<file path="src/hw/rtl/sas_pkg.sv">
`timescale 1ns / 1ps
// ----------------------------------------------------------------------------
// sas_pkg
// Shared widths, codes, types and the divider digit function of the sprite
// animation sequencer.
// ----------------------------------------------------------------------------
package sas_pkg;

    localparam int MAX_STEPS          = 16;
    localparam int PROGRESS_FRAC_BITS = 16;

    localparam int STEP_W     = $clog2(MAX_STEPS);
    localparam int CNT_W      = $clog2(MAX_STEPS + 1);
    localparam int PROG_W     = 24;
    localparam int DELTA_W    = 16;
    localparam int DUR_W      = 16;
    localparam int CELL_W     = 8;
    localparam int SLOT_W     = 4;
    localparam int IMG_W      = 13;
    localparam int CNT_CFG_W  = 5;
    localparam int SIZE_W     = 16;
    localparam int OUT_W      = 20;
    localparam int CSTEP_W    = 4;
    localparam int CFG_IDX_W  = 3;
    localparam int CFG_DATA_W = 16;
    localparam int WIDE_W     = 32;

    // progress divider: quotient digits of DIG bits, one digit per stage
    localparam int QUO_W   = DELTA_W + PROGRESS_FRAC_BITS;
    localparam int DIG     = 4;
    localparam int DIV_STG = (QUO_W + DIG - 1) / DIG;
    localparam int DVD_W   = DIV_STG * DIG;
    localparam int SUM_W   = DVD_W + 1;

    localparam logic [PROG_W-1:0] PROG_MAX = '1;
    localparam logic [OUT_W-1:0]  OUT_MAX  = '1;

    // register reset values
    localparam logic [CNT_CFG_W-1:0] RST_STEP_COUNT = CNT_CFG_W'(1);
    localparam logic [IMG_W-1:0]     RST_IMG_SIZE   = IMG_W'(256);
    localparam logic [CELL_W-1:0]    RST_CELLS      = CELL_W'(1);

    typedef enum logic {
        REQ_WRITE   = 1'b0,
        REQ_ADVANCE = 1'b1
    } t_req;

    typedef enum logic [CFG_IDX_W-1:0] {
        CFG_STEP_COUNT   = 3'd0,
        CFG_REPEAT_MODE  = 3'd1,
        CFG_IMAGE_WIDTH  = 3'd2,
        CFG_IMAGE_HEIGHT = 3'd3,
        CFG_CELLS_ACROSS = 3'd4,
        CFG_CELLS_DOWN   = 3'd5,
        CFG_SIZE_FACTOR  = 3'd6
    } t_cfg_reg;

    typedef enum logic [1:0] {
        GEOM_LOAD,
        GEOM_DIV,
        GEOM_SCALE,
        GEOM_DONE
    } t_geom_state;

    // configuration and derived geometry seen by the datapath
    typedef struct packed {
        logic [CNT_W-1:0] count;
        logic             repeat_en;
        logic [IMG_W-1:0] cell_w;
        logic [IMG_W-1:0] cell_h;
        logic [OUT_W-1:0] scaled_w;
        logic [OUT_W-1:0] scaled_h;
        logic             size_valid;
        logic             busy;
    } t_cfg;

    // item sideband carried down the pipeline
    typedef struct packed {
        logic              adv;
        logic              past;
        logic [PROG_W-1:0] prog;
        logic              wr_en;
        logic [STEP_W-1:0] wr_addr;
        logic [CELL_W-1:0] col;
        logic [CELL_W-1:0] row;
    } t_side;

    typedef struct packed {
        logic [DUR_W-1:0] rem;
        logic [DIG-1:0]   q;
    } t_div_res;

    // DIG steps of restoring division, dividend bits MSB first
    function automatic t_div_res div_digit(input logic [DUR_W-1:0] rem,
                                           input logic [DIG-1:0]   bits,
                                           input logic [DUR_W-1:0] dvs);
        logic [DUR_W:0]   t;
        logic [DUR_W-1:0] r;
        logic [DIG-1:0]   q;
        t_div_res         res;
        r = rem;
        q = '0;
        for (int k = DIG - 1; k >= 0; k--) begin
            t = {r, bits[k]};
            if (t >= {1'b0, dvs}) begin
                t    = t - {1'b0, dvs};
                q[k] = 1'b1;
            end
            r = t[DUR_W-1:0];
        end
        res.rem = r;
        res.q   = q;
        return res;
    endfunction

endpackage

</file>
<file path="src/hw/rtl/sas_ram.sv">
`timescale 1ns / 1ps
// ----------------------------------------------------------------------------
// sas_ram
// Generic single-write, single-read RAM with registered read data.
// ----------------------------------------------------------------------------
module sas_ram #(
    parameter int WIDTH = 16,
    parameter int DEPTH = 16
) (
    input  logic                     i_clk,
    input  logic                     i_we,
    input  logic [$clog2(DEPTH)-1:0] i_waddr,
    input  logic [WIDTH-1:0]         i_wdata,
    input  logic                     i_re,
    input  logic [$clog2(DEPTH)-1:0] i_raddr,
    output logic [WIDTH-1:0]         o_rdata
);

    logic [WIDTH-1:0] r_mem [0:DEPTH-1];
    logic [WIDTH-1:0] r_rdata;

    always_ff @(posedge i_clk) begin
        if (i_we) begin
            r_mem[i_waddr] <= i_wdata;
        end
        if (i_re) begin
            r_rdata <= r_mem[i_raddr];
        end
    end

    assign o_rdata = r_rdata;

endmodule

</file>
<file path="src/hw/rtl/sas_geom.sv">
`timescale 1ns / 1ps
// ----------------------------------------------------------------------------
// sas_geom
// Configuration registers and the sequencer that derives cell size and
// scaled size from them after reset and after every register write.
// ----------------------------------------------------------------------------
module sas_geom (
    input  logic                             i_clk,
    input  logic                             i_rst_n,
    input  logic                             i_cfg_we,
    input  logic [sas_pkg::CFG_IDX_W-1:0]    i_cfg_index,
    input  logic [sas_pkg::CFG_DATA_W-1:0]   i_cfg_data,
    output sas_pkg::t_cfg                    o_cfg
);

    localparam int BIT_W  = $clog2(sas_pkg::IMG_W);
    localparam int PROD_W = sas_pkg::IMG_W + sas_pkg::SIZE_W;
    localparam int SHR_W  = PROD_W - 8;

    sas_pkg::t_geom_state r_state, n_state;

    logic [sas_pkg::CNT_CFG_W-1:0] r_step_count;
    logic                          r_repeat;
    logic [sas_pkg::IMG_W-1:0]     r_img_w, r_img_h;
    logic [sas_pkg::CELL_W-1:0]    r_across, r_down;
    logic [sas_pkg::SIZE_W-1:0]    r_size;

    logic [sas_pkg::CELL_W-1:0]    r_rem_w, r_rem_h;
    logic [sas_pkg::IMG_W-1:0]     r_quo_w, r_quo_h;
    logic [BIT_W-1:0]              r_bit;
    logic [sas_pkg::OUT_W-1:0]     r_scaled_w, r_scaled_h;

    logic [sas_pkg::CELL_W-1:0]    w_dvs_w, w_dvs_h;
    logic [sas_pkg::CELL_W:0]      w_t_w, w_t_h, w_td_w, w_td_h;
    logic                          w_ge_w, w_ge_h;
    logic [PROD_W-1:0]             w_prod_w, w_prod_h;
    logic [SHR_W-1:0]              w_shr_w, w_shr_h;
    logic [sas_pkg::WIDE_W-1:0]    w_sc32, w_cnt32;
    logic                          w_busy;

    // zero cell counts act as one
    assign w_dvs_w = (r_across == '0) ? sas_pkg::CELL_W'(1) : r_across;
    assign w_dvs_h = (r_down == '0)   ? sas_pkg::CELL_W'(1) : r_down;

    assign w_t_w  = {r_rem_w, r_quo_w[sas_pkg::IMG_W-1]};
    assign w_t_h  = {r_rem_h, r_quo_h[sas_pkg::IMG_W-1]};
    assign w_td_w = w_t_w - {1'b0, w_dvs_w};
    assign w_td_h = w_t_h - {1'b0, w_dvs_h};
    assign w_ge_w = (w_t_w >= {1'b0, w_dvs_w});
    assign w_ge_h = (w_t_h >= {1'b0, w_dvs_h});

    assign w_prod_w = PROD_W'(r_quo_w) * PROD_W'(r_size);
    assign w_prod_h = PROD_W'(r_quo_h) * PROD_W'(r_size);
    assign w_shr_w  = w_prod_w[PROD_W-1:8];
    assign w_shr_h  = w_prod_h[PROD_W-1:8];

    // steps in use: 0 acts as 1, capped at the table depth
    assign w_sc32 = sas_pkg::WIDE_W'(r_step_count);
    always_comb begin
        if (w_sc32 == '0) begin
            w_cnt32 = sas_pkg::WIDE_W'(1);
        end else if (w_sc32 > sas_pkg::WIDE_W'(sas_pkg::MAX_STEPS)) begin
            w_cnt32 = sas_pkg::WIDE_W'(sas_pkg::MAX_STEPS);
        end else begin
            w_cnt32 = w_sc32;
        end
    end

    always_ff @(posedge i_clk) begin
        if (!i_rst_n) begin
            r_state <= sas_pkg::GEOM_LOAD;
        end else begin
            r_state <= n_state;
        end
    end

    always_comb begin
        n_state = r_state;
        w_busy  = (r_state != sas_pkg::GEOM_DONE);
        priority if (i_cfg_we) begin
            n_state = sas_pkg::GEOM_LOAD;
        end else begin
            unique case (r_state)
                sas_pkg::GEOM_LOAD: n_state = sas_pkg::GEOM_DIV;
                sas_pkg::GEOM_DIV: begin
                    if (r_bit == BIT_W'(sas_pkg::IMG_W - 1)) begin
                        n_state = sas_pkg::GEOM_SCALE;
                    end
                end
                sas_pkg::GEOM_SCALE: n_state = sas_pkg::GEOM_DONE;
                sas_pkg::GEOM_DONE:  n_state = sas_pkg::GEOM_DONE;
            endcase
        end
    end

    always_ff @(posedge i_clk) begin
        if (!i_rst_n) begin
            r_step_count <= sas_pkg::RST_STEP_COUNT;
            r_repeat     <= 1'b0;
            r_img_w      <= sas_pkg::RST_IMG_SIZE;
            r_img_h      <= sas_pkg::RST_IMG_SIZE;
            r_across     <= sas_pkg::RST_CELLS;
            r_down       <= sas_pkg::RST_CELLS;
            r_size       <= '0;
        end else if (i_cfg_we) begin
            unique case (i_cfg_index)
                sas_pkg::CFG_STEP_COUNT:
                    r_step_count <= i_cfg_data[sas_pkg::CNT_CFG_W-1:0];
                sas_pkg::CFG_REPEAT_MODE:  r_repeat <= i_cfg_data[0];
                sas_pkg::CFG_IMAGE_WIDTH:  r_img_w  <= i_cfg_data[sas_pkg::IMG_W-1:0];
                sas_pkg::CFG_IMAGE_HEIGHT: r_img_h  <= i_cfg_data[sas_pkg::IMG_W-1:0];
                sas_pkg::CFG_CELLS_ACROSS: r_across <= i_cfg_data[sas_pkg::CELL_W-1:0];
                sas_pkg::CFG_CELLS_DOWN:   r_down   <= i_cfg_data[sas_pkg::CELL_W-1:0];
                sas_pkg::CFG_SIZE_FACTOR:  r_size   <= i_cfg_data[sas_pkg::SIZE_W-1:0];
                default: ;
            endcase
        end
    end

    // bit-serial restoring division of both image sizes, then the scale product
    always_ff @(posedge i_clk) begin
        unique case (r_state)
            sas_pkg::GEOM_LOAD: begin
                r_rem_w <= '0;
                r_rem_h <= '0;
                r_quo_w <= r_img_w;
                r_quo_h <= r_img_h;
                r_bit   <= '0;
            end
            sas_pkg::GEOM_DIV: begin
                r_rem_w <= w_ge_w ? w_td_w[sas_pkg::CELL_W-1:0] : w_t_w[sas_pkg::CELL_W-1:0];
                r_rem_h <= w_ge_h ? w_td_h[sas_pkg::CELL_W-1:0] : w_t_h[sas_pkg::CELL_W-1:0];
                r_quo_w <= {r_quo_w[sas_pkg::IMG_W-2:0], w_ge_w};
                r_quo_h <= {r_quo_h[sas_pkg::IMG_W-2:0], w_ge_h};
                r_bit   <= r_bit + BIT_W'(1);
            end
            sas_pkg::GEOM_SCALE: begin
                r_scaled_w <= (w_shr_w > SHR_W'(sas_pkg::OUT_MAX)) ? sas_pkg::OUT_MAX
                            : w_shr_w[sas_pkg::OUT_W-1:0];
                r_scaled_h <= (w_shr_h > SHR_W'(sas_pkg::OUT_MAX)) ? sas_pkg::OUT_MAX
                            : w_shr_h[sas_pkg::OUT_W-1:0];
            end
            sas_pkg::GEOM_DONE: ;
        endcase
    end

    assign o_cfg.count      = w_cnt32[sas_pkg::CNT_W-1:0];
    assign o_cfg.repeat_en  = r_repeat;
    assign o_cfg.cell_w     = r_quo_w;
    assign o_cfg.cell_h     = r_quo_h;
    assign o_cfg.scaled_w   = r_scaled_w;
    assign o_cfg.scaled_h   = r_scaled_h;
    assign o_cfg.size_valid = (r_size != '0);
    assign o_cfg.busy       = w_busy;

endmodule

</file>
<file path="src/hw/rtl/sprite_animation_sequencer.sv">
`timescale 1ns / 1ps
// ----------------------------------------------------------------------------
// sprite_animation_sequencer
// Sprite-sheet frame animator: step table writes and progress advances.
// ----------------------------------------------------------------------------
// Takes one item per cycle, write or advance, whenever o_stall is low; the
// pipeline holds under output back-pressure. The progress divider is a
// pipeline of DIV_STG stages that each resolve 4 quotient bits of delta /
// duration. The step table lives in two RAMs: durations are read as an item
// is taken and written there by write items; column and row are read and
// written at the stage after the divider, so every access meets them in item
// order. After reset and after each register write the input stalls while the
// cell and scaled sizes are derived bit-serially. Write items give no result.
// ----------------------------------------------------------------------------
module sprite_animation_sequencer (
    input  logic                               i_clk,
    input  logic                               i_rst_n,

    input  logic                               i_cfg_we,
    input  logic [sas_pkg::CFG_IDX_W-1:0]      i_cfg_index,
    input  logic [sas_pkg::CFG_DATA_W-1:0]     i_cfg_data,

    input  logic                               i_valid,
    output logic                               o_stall,
    input  logic                               i_req_type,
    input  logic [sas_pkg::SLOT_W-1:0]         i_step_slot,
    input  logic [sas_pkg::DUR_W-1:0]          i_step_duration,
    input  logic [sas_pkg::CELL_W-1:0]         i_source_col,
    input  logic [sas_pkg::CELL_W-1:0]         i_source_row,
    input  logic [sas_pkg::PROG_W-1:0]         i_progress_in,
    input  logic [sas_pkg::DELTA_W-1:0]        i_delta_time,

    output logic                               o_valid,
    input  logic                               i_stall,
    output logic [sas_pkg::PROG_W-1:0]         o_progress_out,
    output logic [sas_pkg::CSTEP_W-1:0]        o_current_step,
    output logic                               o_finished,
    output logic [sas_pkg::OUT_W-1:0]          o_src_x,
    output logic [sas_pkg::OUT_W-1:0]          o_src_y,
    output logic [sas_pkg::IMG_W-1:0]          o_cell_width,
    output logic [sas_pkg::IMG_W-1:0]          o_cell_height,
    output logic [sas_pkg::OUT_W-1:0]          o_scaled_width,
    output logic [sas_pkg::OUT_W-1:0]          o_scaled_height,
    output logic                               o_size_valid
);

    localparam int L     = sas_pkg::DIV_STG;
    localparam int MUL_W = sas_pkg::CELL_W + sas_pkg::IMG_W;
    localparam int CR_W  = 2 * sas_pkg::CELL_W;

    sas_pkg::t_cfg w_cfg;

    sas_geom u_geom (
        .i_clk       (i_clk),
        .i_rst_n     (i_rst_n),
        .i_cfg_we    (i_cfg_we),
        .i_cfg_index (i_cfg_index),
        .i_cfg_data  (i_cfg_data),
        .o_cfg       (w_cfg)
    );

    // pipeline registers: stage 0 holds the taken item, 1..L the divider
    logic                        r_vld  [0:L];
    sas_pkg::t_side              r_side [0:L];
    logic [sas_pkg::DVD_W-1:0]   r_dvd  [0:L-1];
    logic [sas_pkg::DUR_W-1:0]   r_rem  [1:L-1];
    logic [sas_pkg::DUR_W-1:0]   r_dvs  [1:L-1];
    logic [sas_pkg::DVD_W-1:0]   r_quo  [1:L];
    logic                        w_rdy  [0:L];

    logic                        r_e_vld;
    logic [sas_pkg::PROG_W-1:0]  r_e_prog;
    logic [sas_pkg::STEP_W-1:0]  r_e_shown;
    logic                        r_e_fin;

    logic                        r_o_valid;
    logic [sas_pkg::PROG_W-1:0]  r_o_prog;
    logic [sas_pkg::CSTEP_W-1:0] r_o_step;
    logic                        r_o_fin;
    logic [sas_pkg::OUT_W-1:0]   r_o_src_x, r_o_src_y;

    logic                        w_rdy_out, w_rdy_e, w_accept;

    // ---------------------------------------------------------------- intake
    logic [sas_pkg::WIDE_W-1:0]  w_prog32, w_prev32, w_cnt32, w_slot32;
    logic                        w_is_adv, w_slot_ok;
    logic [sas_pkg::DUR_W-1:0]   w_dur_wdata, w_dur_rdata;
    sas_pkg::t_side              w_side0;

    assign w_rdy_out = !r_o_valid || !i_stall;
    assign w_rdy_e   = !r_e_vld || w_rdy_out;
    assign o_stall   = !w_rdy[0] || w_cfg.busy;
    assign w_accept  = i_valid && !o_stall;

    assign w_prog32  = sas_pkg::WIDE_W'(i_progress_in);
    assign w_prev32  = w_prog32 >> sas_pkg::PROGRESS_FRAC_BITS;
    assign w_cnt32   = sas_pkg::WIDE_W'(w_cfg.count);
    assign w_slot32  = sas_pkg::WIDE_W'(i_step_slot);
    assign w_is_adv  = (i_req_type == sas_pkg::REQ_ADVANCE);
    assign w_slot_ok = (w_slot32 < sas_pkg::WIDE_W'(sas_pkg::MAX_STEPS));

    assign w_dur_wdata = (i_step_duration == '0) ? sas_pkg::DUR_W'(1) : i_step_duration;

    assign w_side0.adv     = w_is_adv;
    assign w_side0.past    = (w_prev32 >= w_cnt32);
    assign w_side0.prog    = i_progress_in;
    assign w_side0.wr_en   = w_slot_ok;
    assign w_side0.wr_addr = w_slot32[sas_pkg::STEP_W-1:0];
    assign w_side0.col     = i_source_col;
    assign w_side0.row     = i_source_row;

    sas_ram #(
        .WIDTH (sas_pkg::DUR_W),
        .DEPTH (sas_pkg::MAX_STEPS)
    ) u_dur_ram (
        .i_clk   (i_clk),
        .i_we    (w_accept && !w_is_adv && w_slot_ok),
        .i_waddr (w_slot32[sas_pkg::STEP_W-1:0]),
        .i_wdata (w_dur_wdata),
        .i_re    (w_accept && w_is_adv),
        .i_raddr (w_prev32[sas_pkg::STEP_W-1:0]),
        .o_rdata (w_dur_rdata)
    );

    always_ff @(posedge i_clk) begin
        if (!i_rst_n) begin
            r_vld[0] <= 1'b0;
        end else if (w_rdy[0]) begin
            r_vld[0] <= w_accept;
        end
    end

    always_ff @(posedge i_clk) begin
        if (w_rdy[0]) begin
            r_side[0] <= w_side0;
            r_dvd[0]  <= sas_pkg::DVD_W'({i_delta_time, {sas_pkg::PROGRESS_FRAC_BITS{1'b0}}});
        end
    end

    // --------------------------------------------------------------- divider
    genvar k;
    generate
        for (k = 1; k <= L; k++) begin : g_div
            logic [sas_pkg::DUR_W-1:0] w_rem_in, w_dvs_in;
            logic [sas_pkg::DVD_W-1:0] w_quo_in;
            sas_pkg::t_div_res         w_res;

            if (k == 1) begin : g_first
                assign w_rem_in = '0;
                assign w_quo_in = '0;
                assign w_dvs_in = w_dur_rdata;
            end else begin : g_next
                assign w_rem_in = r_rem[k-1];
                assign w_quo_in = r_quo[k-1];
                assign w_dvs_in = r_dvs[k-1];
            end

            assign w_res = sas_pkg::div_digit(w_rem_in,
                                              r_dvd[k-1][sas_pkg::DVD_W-1 -: sas_pkg::DIG],
                                              w_dvs_in);

            if (k < L) begin : g_ready_mid
                assign w_rdy[k] = !r_vld[k] || w_rdy[k+1];
            end else begin : g_ready_last
                assign w_rdy[k] = !r_vld[k] || w_rdy_e;
            end

            always_ff @(posedge i_clk) begin
                if (!i_rst_n) begin
                    r_vld[k] <= 1'b0;
                end else if (w_rdy[k]) begin
                    r_vld[k] <= r_vld[k-1];
                end
            end

            always_ff @(posedge i_clk) begin
                if (w_rdy[k]) begin
                    r_side[k] <= r_side[k-1];
                    r_quo[k]  <= {w_quo_in[sas_pkg::DVD_W-sas_pkg::DIG-1:0], w_res.q};
                end
            end

            if (k < L) begin : g_carry
                always_ff @(posedge i_clk) begin
                    if (w_rdy[k]) begin
                        r_dvd[k] <= r_dvd[k-1] << sas_pkg::DIG;
                        r_rem[k] <= w_res.rem;
                        r_dvs[k] <= w_dvs_in;
                    end
                end
            end
        end
    endgenerate

    assign w_rdy[0] = !r_vld[0] || w_rdy[1];

    // ------------------------------------------------------ step resolution
    sas_pkg::t_side              w_sl;
    logic [sas_pkg::SUM_W-1:0]   w_sum;
    logic [sas_pkg::PROG_W-1:0]  w_adv_prog, w_nprog;
    logic [sas_pkg::WIDE_W-1:0]  w_lprev32, w_nstep32, w_last32, w_shown32;
    logic                        w_fin;
    logic [CR_W-1:0]             w_cr_rdata;

    assign w_sl       = r_side[L];
    assign w_sum      = sas_pkg::SUM_W'(w_sl.prog) + sas_pkg::SUM_W'(r_quo[L]);
    assign w_adv_prog = (w_sum > sas_pkg::SUM_W'(sas_pkg::PROG_MAX)) ? sas_pkg::PROG_MAX
                      : w_sum[sas_pkg::PROG_W-1:0];
    assign w_lprev32  = sas_pkg::WIDE_W'(w_sl.prog) >> sas_pkg::PROGRESS_FRAC_BITS;
    assign w_nstep32  = sas_pkg::WIDE_W'(w_adv_prog) >> sas_pkg::PROGRESS_FRAC_BITS;
    assign w_last32   = w_cnt32 - sas_pkg::WIDE_W'(1);

    always_comb begin
        if (w_sl.past) begin
            w_nprog   = w_sl.prog;
            w_shown32 = w_last32;
            w_fin     = 1'b1;
        end else begin
            w_nprog   = w_adv_prog;
            w_shown32 = w_nstep32;
            w_fin     = 1'b0;
            // ran past the last step
            if (w_nstep32 != w_lprev32 && w_nstep32 >= w_cnt32) begin
                w_fin = 1'b1;
                if (w_cfg.repeat_en) begin
                    w_shown32 = '0;
                    w_nprog   = '0;
                end else begin
                    w_shown32 = w_last32;
                end
            end
        end
    end

    sas_ram #(
        .WIDTH (CR_W),
        .DEPTH (sas_pkg::MAX_STEPS)
    ) u_cell_ram (
        .i_clk   (i_clk),
        .i_we    (w_rdy_e && r_vld[L] && !w_sl.adv && w_sl.wr_en),
        .i_waddr (w_sl.wr_addr),
        .i_wdata ({w_sl.col, w_sl.row}),
        .i_re    (w_rdy_e && r_vld[L] && w_sl.adv),
        .i_raddr (w_shown32[sas_pkg::STEP_W-1:0]),
        .o_rdata (w_cr_rdata)
    );

    always_ff @(posedge i_clk) begin
        if (!i_rst_n) begin
            r_e_vld <= 1'b0;
        end else if (w_rdy_e) begin
            r_e_vld <= r_vld[L] && w_sl.adv;
        end
    end

    always_ff @(posedge i_clk) begin
        if (w_rdy_e) begin
            r_e_prog  <= w_nprog;
            r_e_shown <= w_shown32[sas_pkg::STEP_W-1:0];
            r_e_fin   <= w_fin;
        end
    end

    // ---------------------------------------------------------- output stage
    logic [MUL_W-1:0]            w_px, w_py;
    logic [sas_pkg::WIDE_W-1:0]  w_shown_ext;

    assign w_px        = MUL_W'(w_cr_rdata[CR_W-1:sas_pkg::CELL_W]) * MUL_W'(w_cfg.cell_w);
    assign w_py        = MUL_W'(w_cr_rdata[sas_pkg::CELL_W-1:0]) * MUL_W'(w_cfg.cell_h);
    assign w_shown_ext = sas_pkg::WIDE_W'(r_e_shown);

    always_ff @(posedge i_clk) begin
        if (!i_rst_n) begin
            r_o_valid <= 1'b0;
        end else if (w_rdy_out) begin
            r_o_valid <= r_e_vld;
        end
    end

    always_ff @(posedge i_clk) begin
        if (w_rdy_out) begin
            r_o_prog  <= r_e_prog;
            r_o_step  <= w_shown_ext[sas_pkg::CSTEP_W-1:0];
            r_o_fin   <= r_e_fin;
            r_o_src_x <= (w_px > MUL_W'(sas_pkg::OUT_MAX)) ? sas_pkg::OUT_MAX
                       : w_px[sas_pkg::OUT_W-1:0];
            r_o_src_y <= (w_py > MUL_W'(sas_pkg::OUT_MAX)) ? sas_pkg::OUT_MAX
                       : w_py[sas_pkg::OUT_W-1:0];
        end
    end

    assign o_valid         = r_o_valid;
    assign o_progress_out  = r_o_prog;
    assign o_current_step  = r_o_step;
    assign o_finished      = r_o_fin;
    assign o_src_x         = r_o_src_x;
    assign o_src_y         = r_o_src_y;
    // user holds geometry still while items are in flight; not enforced
    assign o_cell_width    = w_cfg.cell_w;
    assign o_cell_height   = w_cfg.cell_h;
    assign o_scaled_width  = w_cfg.scaled_w;
    assign o_scaled_height = w_cfg.scaled_h;
    assign o_size_valid    = w_cfg.size_valid;

endmodule
</file>
<file path="config.mk">
export PLATFORM = sky130hd
export DESIGN_NAME = sprite_animation_sequencer
export DESIGN_NICKNAME = d
export VERILOG_FILES = /design/src/hw/rtl/sas_pkg.sv /design/src/hw/rtl/sas_ram.sv /design/src/hw/rtl/sas_geom.sv /design/src/hw/rtl/sprite_animation_sequencer.sv
export SDC_FILE = /design/constraint.sdc
export NUM_CORES = 2
export LEC_CHECK = 0
export BUFFER_PORTS_ARGS = -buffer_cell sky130_fd_sc_hd__buf_2
export CORE_MARGIN = 5
export CORE_UTILIZATION = 35
export CTS_CLUSTER_SIZE = 14
export DETAILED_ROUTE_END_ITERATION = 6
export GPL_TIMING_DRIVEN = 0
export PLACE_DENSITY_LB_ADDON = 0.12
export SLEW_MARGIN = 40
export SYNTH_ARGS = -nofsm -noshare
export SYNTH_HDL_FRONTEND = slang
export SYNTH_SLANG_ARGS = --single-unit
</file>
<file path="constraint.sdc">
create_clock -name i_clk -period 16.6 [get_ports i_clk]
set_input_delay 0.83 -clock i_clk [delete_from_list [all_inputs] [get_ports i_clk]]
set_output_delay 0.83 -clock i_clk [all_outputs]
set_load 0.01 [all_outputs]
</file>
==> results_dict.tcl <==
set metrics [dict create \
    status "complete, no violations" \
    synth_nets 10310 \
    final_core_util_pct 39.85 \
    crit_family "compound AO/OA/AOI/OAI gates" \
    cts_buffer_depth 4 \
    initial_core_util_pct 35.09 \
    synth_edf_count 1558 \
    cts_buffers 191 \
    hold_viol_final 0 \
    synth-simple-area-share_pct 11.40 \
    cp_common_cell "o21ai_0" \
    die_w_um 552.5 \
    ys.flop_type "edfxtp_1" \
    slowest_stage "or4_1" \
    drt_pass1_iterations 6 \
    die_h_um 552.5 \
    ant_nets 0 \
    max_stage_delay_ns 0.50 \
    met3_usage_pct 2.482 \
    hold_start "i_source_col[7]" \
    yosys_register_bits 1627 \
    fin_skew_ns 0.09404 \
    synth_compound_area_share_pct 9.251 \
    fin_crit_sh_pct 92.45 \
    arrival_ns 15.89 \
    drv_slew 0 \
    syn_inst 8990 \
    htreeDepth 4 \
    relSlewSlack_pct 39.57 \
    setup_tns_ns 0 \
    drc 0 \
    placementRows 199 \
    crit_type "reg -> reg" \
    layout-drive-gt1-share_pct 11.74 \
    p_per_area_nw_per_um2 196.7 \
    synth_top_family_by_area "adder cells" \
    antenna_found_initial 28 \
    seqCellArea_um2 48170 \
    place.detailed.hpwl_um 226400 \
    multi_input_area_um2 50790 \
    viasPerCell 5.086 \
    vias 69070 \
    ys_seq_area_share_pct 46.76 \
    async_flop_share_pct 0 \
    final_nets 10830 \
    irDropWorstVdd_mv 0.2753 \
    grt_start_max_net_pins 75 \
    use_met2_pct 30.17 \
    path_buf_inv 8 \
    use_met1_pct 25.93 \
    cp_max_fo 10 \
    synthMuxAreaShare_pct 6.792 \
    dieArea_um2 305300 \
    synth_xor_area_share_pct 3.143 \
    ys_types 88 \
    n_fill_cell 28180 \
    p_leak_nw 50.11 \
    startpoint_type "flop" \
    core_area_um2 293600 \
    path_depth 64 \
    r2r_cells 64 \
    root_buffer "clkbuf_16" \
    hold_path.class "in -> reg" \
    max-cap-violations 0 \
    grt.overflow.total 0 \
    fin_crit_ns 15.35 \
    tritoncts "built" \
    r2r_start "r_dvs[0][18]$_DFFE_PP_" \
    min_delay_path_depth 1 \
    worst_pin_slew_ns 0.9065 \
    synth_area_um2 103000 \
    yosysWarningCount 0 \
    setup.worst_path.start "r_dvs[0][18]$_DFFE_PP_" \
    clk_latency_ns 0.86 \
    clkTransAtPathRegs_ns 0.06 \
    port_buffers 237 \
    pin_count 239 \
    ctsHoldBuffers 0 \
    fmax_mhz 65.16 \
    grt_usage_pct 18.42 \
    required_ns 17.14 \
    cts.sinks 1627 \
    wirelength_um 287200 \
    area_growth_pct 13.57 \
    top_usage_layer "met2" \
    globalplace.congestion 0.9091 \
    synth_area_per_cell_um2 11.46 \
    grt_first_pass_wirelength_um 434600 \
    setup_viol 0 \
    synth_adder_area_share_pct 18.18 \
    crit_path_end_kind "flop" \
    grt_pass1_vias 69870 \
    drtIter0Drc 4713 \
    wl_per_cell_um 21.15 \
]
## area by class of cell
type / instances / share of cell area, %
diodes: 8 / 0.01711
plain buffers: 284 / 1.044
clock buffers: 231 / 4.240
clock inverters: 105 / 0.8182
inverters: 910 / 2.959
multi-input cells: 6163 / 43.41
flip-flops and latches: 1627 / 41.17
well taps: 3919 / 4.191
repair buffers: 332 / 2.145
## power by group
group	total (mW)	switching, mW	internal, mW
sequential	5.44	0.179	5.26
combinational	13.6	7.35	6.22
clock	4.01	1.68	2.33
## synth_stat cells, drive strengths merged (16+ instances only)
library cell / number / area share [%]
xor2: 117 / 0.99
a2111oi: 17 / 0.14
mux4: 80 / 1.7
clkbuf: 239 / 0.87
a21oi: 443 / 2.2
a21boi: 81 / 0.59
a22oi: 41 / 0.30
buf: 51 / 0.29
nand4: 121 / 0.75
nand2b: 93 / 0.56
mux2i: 231 / 2.2
edfxtp: 1558 / 45
ha: 761 / 9.2
and3: 54 / 0.33
nor4: 46 / 0.29
o2111ai: 18 / 0.15
nor2: 517 / 1.9
or3: 38 / 0.23
fa: 460 / 8.9
o21bai: 60 / 0.44
o21ai: 354 / 1.7
mux2: 256 / 2.8
nor3: 135 / 0.67
nor2b: 93 / 0.56
inv: 907 / 3.3
a21o: 156 / 1.1
o211ai: 20 / 0.15
xnor2: 250 / 2.1
o31ai: 35 / 0.26
nand3: 101 / 0.49
nand2: 991 / 3.6
a31oi: 22 / 0.13
a211oi: 29 / 0.22
and2: 272 / 1.7
dfxtp: 69 / 1.3
or2: 16 / 0.097
o21a: 78 / 0.57
## metal layers
metal	routed length [µm]	vias up
met5	62	-
met4	7223	10
met3	13420	347
met2	132600	1616
met1	133900	34050
li1	-	33040
## registers in the layout (all words and copies together) (netlist names), 9 cells and up
| name | count |
|---|---|
| u_geom.r_scaled_w | 20 |
| r_e_prog | 24 |
| u_geom.r_quo_w | 13 |
| u_dur_ram.r_mem | 256 |
| o_src_x | 20 |
| u_geom.r_quo_h | 13 |
| u_dur_ram.o_rdata | 16 |
| u_geom.r_img_h | 13 |
| r_dvs | 112 |
| r_side | 414 |
| r_rem | 112 |
| u_cell_ram.o_rdata | 16 |
| u_geom.r_scaled_h | 20 |
| o_progress_out | 24 |
| u_geom.r_size | 16 |
| u_geom.r_img_w | 13 |
| o_src_y | 20 |
| r_quo | 144 |
| r_dvd | 40 |
| r_vld | 9 |
| u_cell_ram.r_mem | 256 |
## kinds of logic (layout without fill, tap and decap cells)
logic type	count (synthesis)	count (layout)
DFF	1627	1627
buffers and inverters	1200	1862
other	0	8
xor gates and xnor gates	368	368
AOI/OAI and AO/OA	1497	1497
adders and majority gates	1221	1221
muxes	567	567
and+or+nand+nor	2510	2510
## repair_timing
item | in CTS | in global routing
gates cloned | 0 | 0
gates resized for setup | 8 | 65
setup buffers | 0 | 26
setup endpoints to repair | 25 | 86
pin swaps | 0 | 6
## path summary, 6_finish.rpt
kind                                                end  slack [ns]
worst max-delay path             r_rem[0][39]$_DFFE_PP_        1.25
worst min-delay path            r_side[0][15]$_DFFE_PN_        0.14
worst max register to register   r_rem[0][39]$_DFFE_PP_        1.25
worst min register to register   r_dvd[0][55]$_DFFE_PP_        0.36
## placed cells by master (no fill, tap or decap), types with 270 or more instances in the layout
cell type / netlist / routed
edfxtp_1: 1558 / 1558
nand2_1: 991 / 986
inv_1: 904 / 896
ha_1: 761 / 761
nor2_1: 516 / 487
fa_1: 460 / 460
a21oi_1: 441 / 439
o21ai_0: 348 / 344
and2_1: 272 / 272
buf_2: 16 / 270
## per-stage QoR
stage,cells,area (µm²),worst slack (ns),hold slack (ns),power [mW]
global placement,13150,109100,-0.7265,0.4006,18.65
detailed placement,13210,110600,-0.8636,0.4045,18.79
global route,13570,117000,-0.04001,0.07768,24.87
CTS,13550,116500,0.03422,0.05742,23.02
finish,13580,117000,1.253,0.1432,23.01
floorplan,8990,103000,3.305,0.4003,15.75
(Power assumes the default switching activity.)
